## src/rtl/utf8_dec_pkg.sv

```systemverilog
`timescale 1ns / 1ps
// ----------------------------------------------------------------------------
// utf8_dec_pkg
// Result types, byte class limits and value limits shared by the UTF-8
// stream decoder files.
// ----------------------------------------------------------------------------
package utf8_dec_pkg;

    typedef struct packed {
        logic [20:0] code_point;
        logic        valid_res;
        logic [2:0]  byte_count;
        logic        last_of_run;
        logic        string_done;
    } res_t;

    // Up to two results come out of one byte
    typedef struct packed {
        logic [1:0] num;
        res_t       res0;
        res_t       res1;
    } dec_t;

    localparam logic [7:0]  ASCII_LIMIT = 8'h80;
    localparam logic [7:0]  LEAD2_MIN   = 8'hC2;
    localparam logic [7:0]  LEAD3_MIN   = 8'hE0;
    localparam logic [7:0]  LEAD4_MIN   = 8'hF0;
    localparam logic [7:0]  LEAD_MAX    = 8'hF4;
    localparam logic [7:0]  CONT_MAX    = 8'hBF;

    localparam logic [20:0] MIN_CP2     = 21'h00080;
    localparam logic [20:0] MIN_CP3     = 21'h00800;
    localparam logic [20:0] SURR_LO     = 21'h0D800;
    localparam logic [20:0] SURR_HI     = 21'h0DFFF;
    localparam logic [20:0] MIN_CP4     = 21'h10000;
    localparam logic [20:0] MAX_CP      = 21'h10FFFF;

    // Full length of a sequence given its lead byte
    function automatic logic [2:0] seq_total(input logic [7:0] lead);
        logic [2:0] t;
        if (lead < LEAD3_MIN)
            t = 3'd2;
        else if (lead < LEAD4_MIN)
            t = 3'd3;
        else
            t = 3'd4;
        return t;
    endfunction

    function automatic res_t make_res(input logic [20:0] cp, input logic ok,
                                      input logic [2:0] cnt);
        res_t r;
        r.code_point  = ok ? cp : 21'd0;
        r.valid_res   = ok;
        r.byte_count  = cnt;
        r.last_of_run = 1'b0;
        r.string_done = 1'b0;
        return r;
    endfunction

endpackage

```

## src/rtl/utf8_dec_ifs.sv

```systemverilog
`timescale 1ns / 1ps
// ----------------------------------------------------------------------------
// utf8_dec_ifs
// Valid/ready channels of the UTF-8 stream decoder: raw bytes in,
// decoded characters out.
// ----------------------------------------------------------------------------
interface utf8_dec_byte_if;
    logic       valid;
    logic       ready;
    logic [7:0] byte_in;
    logic       is_last_byte;

    modport source (output valid, output byte_in, output is_last_byte, input ready);
    modport sink   (input valid, input byte_in, input is_last_byte, output ready);
endinterface

interface utf8_dec_char_if;
    logic        valid;
    logic        ready;
    logic [20:0] code_point;
    logic        valid_res;
    logic [2:0]  byte_count;
    logic        last_of_run;
    logic        string_done;

    modport source (output valid, output code_point, output valid_res,
                    output byte_count, output last_of_run, output string_done,
                    input ready);
    modport sink   (input valid, input code_point, input valid_res,
                    input byte_count, input last_of_run, input string_done,
                    output ready);
endinterface

```

## src/rtl/utf8_stream_decoder_unit.sv

```systemverilog
`timescale 1ns / 1ps
// ----------------------------------------------------------------------------
// utf8_stream_decoder_unit
// UTF-8 byte stream decoder and validator with a result queue.
// ----------------------------------------------------------------------------
// Accepts one byte beat per cycle and emits one character beat per result:
// code point, valid flag, bytes consumed, and end-of-run / end-of-string
// marks. A byte is registered, decoded in the next cycle against the open
// sequence state, and its zero, one or two results land in a DEPTH-entry
// queue, so the first result reaches the output port once it has passed
// the input register and the queue write, and is read from the queue.
// Throughput is one byte per cycle while each byte yields at most one
// result; a byte that yields two results takes two beats of the output
// port, which moves one result per cycle. The byte channel holds ready low
// only when the queue lacks room for two results from each byte in flight.
// ----------------------------------------------------------------------------
module utf8_stream_decoder_unit
    import utf8_dec_pkg::*;
#(
    parameter int DEPTH = 8
)
(
    input  logic                   clk,
    input  logic                   rst_n,
    utf8_dec_byte_if.sink          bytes,
    utf8_dec_char_if.source        chars
);

    localparam int AW = (DEPTH > 1) ? $clog2(DEPTH) : 1;
    localparam int CW = $clog2(DEPTH + 1);

    logic          in_valid_reg;
    logic [7:0]    in_byte_reg;
    logic          in_last_reg;
    dec_t          dec;

    res_t          fifo_mem [DEPTH];
    logic [AW-1:0] wr_ptr_reg, wr_ptr_next, wr_ptr_plus1;
    logic [AW-1:0] rd_ptr_reg, rd_ptr_next;
    logic [CW-1:0] fifo_count_reg, fifo_count_next;
    logic [CW:0]   load;
    logic          accept;
    logic          pop;

    function automatic logic [AW-1:0] ptr_inc(input logic [AW-1:0] p);
        return (p == AW'(DEPTH - 1)) ? '0 : p + 1'b1;
    endfunction

    // Reserve two slots for each byte that may still write the queue
    assign load        = (CW+1)'(fifo_count_reg) + (in_valid_reg ? (CW+1)'(2) : '0);
    assign bytes.ready = load <= (CW+1)'(DEPTH - 2);
    assign accept      = bytes.valid && bytes.ready;
    assign pop         = chars.valid && chars.ready;

    always_ff @(posedge clk or negedge rst_n)
    begin
        if (!rst_n)
            in_valid_reg <= 1'b0;
        else
            in_valid_reg <= accept;
    end

    always_ff @(posedge clk)
    begin
        if (accept)
        begin
            in_byte_reg <= bytes.byte_in;
            in_last_reg <= bytes.is_last_byte;
        end
    end

    utf8_dec_core u_core (
        .clk          (clk),
        .rst_n        (rst_n),
        .step         (in_valid_reg),
        .byte_in      (in_byte_reg),
        .is_last_byte (in_last_reg),
        .dec          (dec)
    );

    assign wr_ptr_plus1 = ptr_inc(wr_ptr_reg);

    always_comb
    begin
        wr_ptr_next = wr_ptr_reg;
        if (in_valid_reg)
        begin
            unique case (dec.num)
                2'd1:    wr_ptr_next = wr_ptr_plus1;
                2'd2:    wr_ptr_next = ptr_inc(wr_ptr_plus1);
                default: wr_ptr_next = wr_ptr_reg;
            endcase
        end
        rd_ptr_next     = pop ? ptr_inc(rd_ptr_reg) : rd_ptr_reg;
        fifo_count_next = fifo_count_reg
                          + (in_valid_reg ? CW'(dec.num) : '0)
                          - (pop ? CW'(1) : '0);
    end

    always_ff @(posedge clk)
    begin
        if (in_valid_reg && dec.num != 2'd0)
            fifo_mem[wr_ptr_reg] <= dec.res0;
        if (in_valid_reg && dec.num == 2'd2)
            fifo_mem[wr_ptr_plus1] <= dec.res1;
    end

    always_ff @(posedge clk or negedge rst_n)
    begin
        if (!rst_n)
        begin
            wr_ptr_reg     <= '0;
            rd_ptr_reg     <= '0;
            fifo_count_reg <= '0;
        end
        else
        begin
            wr_ptr_reg     <= wr_ptr_next;
            rd_ptr_reg     <= rd_ptr_next;
            fifo_count_reg <= fifo_count_next;
        end
    end

    assign chars.valid       = fifo_count_reg != '0;
    assign chars.code_point  = fifo_mem[rd_ptr_reg].code_point;
    assign chars.valid_res   = fifo_mem[rd_ptr_reg].valid_res;
    assign chars.byte_count  = fifo_mem[rd_ptr_reg].byte_count;
    assign chars.last_of_run = fifo_mem[rd_ptr_reg].last_of_run;
    assign chars.string_done = fifo_mem[rd_ptr_reg].string_done;

`ifndef SYNTH
    a_no_overflow: assert property (@(posedge clk) disable iff (!rst_n)
        in_valid_reg |-> ((CW+1)'(fifo_count_reg) + (CW+1)'(dec.num) <= (CW+1)'(DEPTH)))
        else $error("result queue overflow");

    a_last_gives_result: assert property (@(posedge clk) disable iff (!rst_n)
        (in_valid_reg && in_last_reg) |-> (dec.num != 2'd0))
        else $error("end of string produced no result");

    a_done_ends_run: assert property (@(posedge clk) disable iff (!rst_n)
        (chars.valid && chars.string_done) |-> chars.last_of_run)
        else $error("string_done without last_of_run");

    a_count_tracks: assert property (@(posedge clk) disable iff (!rst_n)
        (!in_valid_reg && !pop) |=> $stable(fifo_count_reg))
        else $error("queue count moved without a write or a read");

    a_invalid_zero_cp: assert property (@(posedge clk) disable iff (!rst_n)
        (chars.valid && !chars.valid_res) |-> (chars.code_point == 21'd0))
        else $error("error result carries a code point");
`endif

endmodule

```

## src/rtl/utf8_dec_core.sv

```systemverilog
`timescale 1ns / 1ps
// ----------------------------------------------------------------------------
// utf8_dec_core
// Sequence state and combinational decode of one byte into zero, one or two
// results.
// ----------------------------------------------------------------------------
module utf8_dec_core
    import utf8_dec_pkg::*;
(
    input  logic       clk,
    input  logic       rst_n,
    input  logic       step,
    input  logic [7:0] byte_in,
    input  logic       is_last_byte,
    output dec_t       dec
);

    logic [7:0]  lead_byte_reg,     lead_byte_next;
    logic [1:0]  pending_count_reg, pending_count_next;
    logic [20:0] partial_value_reg, partial_value_next;
    logic        bad_byte_seen_reg, bad_byte_seen_next;

    always_comb
    begin
        logic        starts;
        logic        cont;
        logic [1:0]  n;
        res_t        r0;
        res_t        r1;
        res_t        r;
        logic        ok;
        logic [2:0]  tot;

        starts = (byte_in < ASCII_LIMIT) || (byte_in >= LEAD2_MIN && byte_in <= LEAD_MAX);
        cont   = (byte_in >= ASCII_LIMIT) && (byte_in <= CONT_MAX);
        n      = 2'd0;
        r0     = '0;
        r1     = '0;
        r      = '0;
        ok     = 1'b0;
        tot    = 3'd0;

        lead_byte_next     = lead_byte_reg;
        pending_count_next = pending_count_reg;
        partial_value_next = partial_value_reg;
        bad_byte_seen_next = bad_byte_seen_reg;

        // A new character start cuts the open sequence short
        if (pending_count_reg != 2'd0 && starts)
        begin
            r = make_res(21'd0, 1'b0,
                         seq_total(lead_byte_reg) - {1'b0, pending_count_reg});
            if (n == 2'd0) r0 = r; else r1 = r;
            n = n + 2'd1;
        end

        if (pending_count_reg == 2'd0 || starts)
        begin
            lead_byte_next     = 8'd0;
            pending_count_next = 2'd0;
            partial_value_next = 21'd0;
            bad_byte_seen_next = 1'b0;
            if (byte_in < ASCII_LIMIT)
            begin
                r = make_res({13'd0, byte_in}, 1'b1, 3'd1);
                if (n == 2'd0) r0 = r; else r1 = r;
                n = n + 2'd1;
            end
            else if (byte_in < LEAD2_MIN || byte_in > LEAD_MAX)
            begin
                r = make_res(21'd0, 1'b0, 3'd1);
                if (n == 2'd0) r0 = r; else r1 = r;
                n = n + 2'd1;
            end
            else
            begin
                lead_byte_next = byte_in;
                if (byte_in < LEAD3_MIN)
                begin
                    pending_count_next = 2'd1;
                    partial_value_next = {16'd0, byte_in[4:0]};
                end
                else if (byte_in < LEAD4_MIN)
                begin
                    pending_count_next = 2'd2;
                    partial_value_next = {17'd0, byte_in[3:0]};
                end
                else
                begin
                    pending_count_next = 2'd3;
                    partial_value_next = {18'd0, byte_in[2:0]};
                end
            end
        end
        else
        begin
            // Continuation, or a stray byte swallowed into the error
            partial_value_next = {partial_value_reg[14:0], byte_in[5:0]};
            bad_byte_seen_next = bad_byte_seen_reg | ~cont;
            pending_count_next = pending_count_reg - 2'd1;
            if (pending_count_next == 2'd0)
            begin
                tot = seq_total(lead_byte_reg);
                ok  = 1'b0;
                if (!bad_byte_seen_next)
                begin
                    unique case (tot)
                        3'd2:    ok = partial_value_next >= MIN_CP2;
                        3'd3:    ok = partial_value_next >= MIN_CP3 &&
                                      !(partial_value_next >= SURR_LO &&
                                        partial_value_next <= SURR_HI);
                        default: ok = partial_value_next >= MIN_CP4 &&
                                      partial_value_next <= MAX_CP;
                    endcase
                end
                r = make_res(partial_value_next, ok, tot);
                if (n == 2'd0) r0 = r; else r1 = r;
                n = n + 2'd1;
                lead_byte_next     = 8'd0;
                partial_value_next = 21'd0;
                bad_byte_seen_next = 1'b0;
            end
        end

        // Close whatever is still open at end of string
        if (is_last_byte && pending_count_next != 2'd0)
        begin
            r = make_res(21'd0, 1'b0,
                         seq_total(lead_byte_next) - {1'b0, pending_count_next});
            if (n == 2'd0) r0 = r; else r1 = r;
            n = n + 2'd1;
            lead_byte_next     = 8'd0;
            pending_count_next = 2'd0;
            partial_value_next = 21'd0;
            bad_byte_seen_next = 1'b0;
        end

        if (n == 2'd1)
        begin
            r0.last_of_run = 1'b1;
            r0.string_done = is_last_byte;
        end
        else if (n == 2'd2)
        begin
            r1.last_of_run = 1'b1;
            r1.string_done = is_last_byte;
        end

        dec.num  = n;
        dec.res0 = r0;
        dec.res1 = r1;
    end

    always_ff @(posedge clk or negedge rst_n)
    begin
        if (!rst_n)
        begin
            lead_byte_reg     <= 8'd0;
            pending_count_reg <= 2'd0;
            partial_value_reg <= 21'd0;
            bad_byte_seen_reg <= 1'b0;
        end
        else if (step)
        begin
            lead_byte_reg     <= lead_byte_next;
            pending_count_reg <= pending_count_next;
            partial_value_reg <= partial_value_next;
            bad_byte_seen_reg <= bad_byte_seen_next;
        end
    end

endmodule

```

## src/flat_wrapper.sv

```systemverilog
// flat-port wrapper written by rule: the top's interface ports become plain ports
module utf8_stream_decoder_unit_flat import utf8_dec_pkg::*;
#(
    parameter int DEPTH = 8
)
  (clk, rst_n, bytes_valid, bytes_byte_in, bytes_is_last_byte, bytes_ready, chars_valid, chars_code_point, chars_valid_res, chars_byte_count, chars_last_of_run, chars_string_done, chars_ready);
  utf8_dec_byte_if bytes_i ();
  utf8_dec_char_if chars_i ();
  input  logic clk;
  input  logic rst_n;
  input wire logic [$bits(bytes_i.valid)-1:0] bytes_valid;
  input wire logic [$bits(bytes_i.byte_in)-1:0] bytes_byte_in;
  input wire logic [$bits(bytes_i.is_last_byte)-1:0] bytes_is_last_byte;
  output wire logic [$bits(bytes_i.ready)-1:0] bytes_ready;
  output wire logic [$bits(chars_i.valid)-1:0] chars_valid;
  output wire logic [$bits(chars_i.code_point)-1:0] chars_code_point;
  output wire logic [$bits(chars_i.valid_res)-1:0] chars_valid_res;
  output wire logic [$bits(chars_i.byte_count)-1:0] chars_byte_count;
  output wire logic [$bits(chars_i.last_of_run)-1:0] chars_last_of_run;
  output wire logic [$bits(chars_i.string_done)-1:0] chars_string_done;
  input wire logic [$bits(chars_i.ready)-1:0] chars_ready;
  assign bytes_i.valid = bytes_valid;
  assign bytes_i.byte_in = bytes_byte_in;
  assign bytes_i.is_last_byte = bytes_is_last_byte;
  assign bytes_ready = bytes_i.ready;
  assign chars_valid = chars_i.valid;
  assign chars_code_point = chars_i.code_point;
  assign chars_valid_res = chars_i.valid_res;
  assign chars_byte_count = chars_i.byte_count;
  assign chars_last_of_run = chars_i.last_of_run;
  assign chars_string_done = chars_i.string_done;
  assign chars_i.ready = chars_ready;
  utf8_stream_decoder_unit #(.DEPTH(DEPTH)) u_core (.clk(clk), .rst_n(rst_n), .bytes(bytes_i), .chars(chars_i));
endmodule
```

## config.mk

```make
export PLATFORM = sky130hd
export DESIGN_NAME = utf8_stream_decoder_unit_flat
export DESIGN_NICKNAME = d
export VERILOG_FILES = /design/src/rtl/utf8_dec_pkg.sv /design/src/rtl/utf8_dec_ifs.sv /design/src/rtl/utf8_stream_decoder_unit.sv /design/src/rtl/utf8_dec_core.sv /design/src/flat_wrapper.sv
export SDC_FILE = /design/constraint.sdc
export NUM_CORES = 1
export LEC_CHECK = 0
export ABC_AREA = 1
export BUFFER_PORTS_ARGS = -buffer_cell sky130_fd_sc_hd__buf_2
export CAP_MARGIN = 10
export CORE_UTILIZATION = 45
export CTS_CLUSTER_DIAMETER = 150
export DETAILED_ROUTE_END_ITERATION = 10
export MAX_ROUTING_LAYER = met4
export PLACE_DENSITY_LB_ADDON = 0.2
export REMOVE_ABC_BUFFERS = 1
export SETUP_SLACK_MARGIN = 0.02
export SYNTH_ARGS = -nofsm -noshare
export SYNTH_HDL_FRONTEND = slang
export SYNTH_SLANG_ARGS = --single-unit
```

## constraint.sdc

```tcl
create_clock -name clk -period 5.23 [get_ports clk]
set_input_delay 1.046 -clock clk [delete_from_list [all_inputs] [get_ports clk]]
set_output_delay 1.046 -clock clk [all_outputs]
set_load 0.02 [all_outputs]
```

==> out/results.tsv <==
metric	value	unit
outcome	finished clean	
worstPathMaxFanout	15	
coreArea	0.0281	mm²
cts.clk_slew.worst_paths	0.06	ns
synthAdderAreaFrac	3.26	%
post-route-util	51.9	%
timing.fmax	222	MHz
crit_type	reg2reg	
ioPinCount	42	
vias	9812	
synth_common_cells	340 x nor2_1, 225 x edfxtp_1, 162 x nand2_1, 157 x o21ai_0, 80 x inv_1	
place.gp.congestion	0.888	
synth_flop_cell	edfxtp_1	
cts_tree	done	
drive_above_1_share	13.2	%
hpwl	21800	µm
synth-edff-count	225	
nets	1407	
synth_top_area_cell	edfxtp_1	
track_usage	24.5	%
cts_htree_levels	1	
viasPerCell	5.57	
fillCellCount	2605	
cellPowerDensity	610	mW/mm²
drtPass1Iterations	5	
grt_pass1_vias	9501	
rsz0062_at_grt	no	
die_h	172	µm
cp.arrival	4.80	ns
post_cts_buffers	0	
drv_cap	0	
syn_area_per_cell	9.72	µm²
synth_compound_area_share	12.2	%
synth_top_family_by_area	simple AND/OR/NAND/NOR gates	
root_buffer	clkbuf_16	
die-area	0.0295	mm²
maxSlewHeadroom	29.9	%
yosys_warnings	0	
largest_reg_flops	216	
ys_seq_elements	258	
grt_pass1_wl	53300	µm
num_rows	61	
seq_area_frac_synth	58.5	%
yosysMostFrequentCell	nor2_1	
stdcell_area	0.0146	mm²
slew_viol_final	0	
fin_worst_hold_slack	0.545	ns
grt_overflow	0	
setup_viol	0	
end_kind	flip-flop	
portBuffers	41	
syn_area	0.0130	mm²
initial_utilization	46.2	%
min_period	4.51	ns
numCtsBuffers	28	
fin_skew	0.0133	ns
numClockSinks	258	
clk_latency	0.55	ns
tightest_slew	1.05	ns
drc	0	
die_w	172	µm
synth_mux_area_share	0	%
area_growth	12.5	%
drt_first_iter_violations	745	
hold_path.class	reg2reg	
yosysUniqueCellTypes	40	
synth_xor_area_share	0.338	%
synthSimpleGateAreaFrac	20.7	%
hold_buffers	0	
place_area	0.0136	mm²
diodes	0	
postRouteAntennaNets	0	
async_reset_ff_share	12.8	%
yosys-top-cells-area	edfxtp_1 52%, nor2_1 9.8%, dfrtp_1 6.4%, o21ai_0 6.1%, nand2_1 4.7%	
antenna_found_initial	0	
ir_drop	366	µV
cp.required	5.51	ns
yosysTopAreaCellShare	52.1	%
hold_violations	0	
grt_max_degree	58	
fin_crit_sh	86.3	%
clock_path_buffers	3	
postSynthCellCount	1333	
routedWlPerCell	19.6	µm
cts-resized-gates	0	
p_leak	0.00577	µW
crit_path_start_kind	flip-flop	
wl	34500	µm
worst max-delay path, stage by stage (launching register included):
cell and delay (ns):
edfxtp_1 0.59, nand2_4 0.11, nor2_4 0.12, nand2_1 0.08
nand3_2 0.22, nand2_1 0.08, nand2_1 0.15, inv_1 0.08
ha_1 0.27, o21ai_0 0.17, nand2_1 0.07, o21ai_0 0.14
ha_1 0.29, o21ai_1 0.24, inv_1 0.12, ha_1 0.24
nand2_1 0.10, nor2_1 0.06, inv_1 0.15, nor2_2 0.07
inv_1 0.22, o21ai_2 0.33, buf_4 0.34
per-stage QoR:
stage	total power, µW	setup TNS [ns]	worst slack (ns)	instances
2_1_floorplan	5550	-13.47	-0.499	1267
3_3_place_gp	6820	0	0.829	1710
3_5_place_dp	6880	0	0.724	1710
4_1_cts	8930	0	0.702	1762
5_1_grt	9460	0	0.412	1762
6_report	8900	0	0.715	1762
routing by layer:
layer | global-route usage (%) | share of wire (%) | vias up | wire, µm
met3 | 4.60 | 7.3 | 64 | 2530
met2 | 40.0 | 48 | 343 | 16400
li1 | - | - | 4646 | -
met5 | - | 0 | - | 0
met4 | 6.37 | 2.5 | 0 | 870
met1 | 31.4 | 42 | 4759 | 14700
cells in the final DEF, fill, tap and decap left out, types with 2 or more instances in the layout:
| cell type | netlist | layout |
|---|---|---|
| o31ai_1 | 3 | 3 |
| inv_1 | 80 | 80 |
| o22ai_1 | 37 | 37 |
| nor2_8 | 2 | 2 |
| xnor2_1 | 5 | 5 |
| clkinv_2 | 0 | 7 |
| fa_1 | 3 | 3 |
| dfrtp_1 | 33 | 31 |
| clkinv_1 | 3 | 2 |
| buf_2 | 1 | 41 |
| ha_1 | 29 | 29 |
| o21ai_1 | 9 | 9 |
| clkinvlp_4 | 0 | 3 |
| nor3_1 | 4 | 4 |
| buf_4 | 0 | 23 |
| bufinv_16 | 0 | 3 |
| o21ai_2 | 2 | 7 |
| nor2_4 | 3 | 3 |
| nand4_1 | 2 | 2 |
| edfxtp_1 | 225 | 225 |
| nand3_4 | 20 | 20 |
| clkbuf_8 | 0 | 6 |
| nand3_1 | 41 | 41 |
| nand2_2 | 4 | 4 |
| clkbuf_16 | 0 | 28 |
| nand2_4 | 4 | 4 |
| nor2_1 | 340 | 332 |
| o21ai_0 | 157 | 149 |
| o21ai_4 | 1 | 4 |
| nand2_1 | 162 | 162 |
| inv_2 | 6 | 8 |
| inv_6 | 0 | 2 |
| a31oi_1 | 29 | 29 |
| nor2_2 | 1 | 9 |
| a21oi_1 | 55 | 55 |
layout make-up:
type                    count  area (µm²)  share of cell area [%]
clock inverters            17         185                    1.27
multi-input cells         919        4810                    33.0
inverters                  90         343                    2.35
well taps                 378         473                    3.24
repair buffers             65         398                    2.73
flip-flops and latches    258        7590                    52.0
clock buffers              35         787                    5.40
power breakdown:
group          total (µW)  switching (µW)  internal, µW
clock network        2050             831          1220
registers            2920             175          2740
logic                3930            2780          1150
worst paths after layout:
path / startpoint / endpoint / slack (ns) / depth (start not counted)
min reg2reg: u_core.u_core.lead_byte_reg[7]$_DFFE_PN0P_ / u_core.u_core.lead_byte_reg[7]$_DFFE_PN0P_ / 0.55 / 2
min in group asynchronous: rst_n / u_core.rd_ptr_reg[2]$_DFFE_PN0P_ / 0.60 / 1
max: u_core.in_byte_reg[7]$_DFFE_PP_ / u_core.fifo_mem[7][21]$_DFFE_PP_ / 0.72 / 22
max in group asynchronous: rst_n / u_core.rd_ptr_reg[0]$_DFFE_PN0P_ / 4.02 / 1
min: u_core.u_core.lead_byte_reg[7]$_DFFE_PN0P_ / u_core.u_core.lead_byte_reg[7]$_DFFE_PN0P_ / 0.55 / 2
max reg2reg: u_core.in_byte_reg[7]$_DFFE_PP_ / u_core.fifo_mem[7][21]$_DFFE_PP_ / 0.72 / 22
logic make-up after synthesis:
kind of cell	after synthesis
AO/OA/AOI/OAI	294
XOR/XNOR	5
adder cells (fa/ha/maj)	32
buffers and inverters	156
flip-flops	258
AND/OR/NAND/NOR	588
Power figures use the tool's default switching activity.
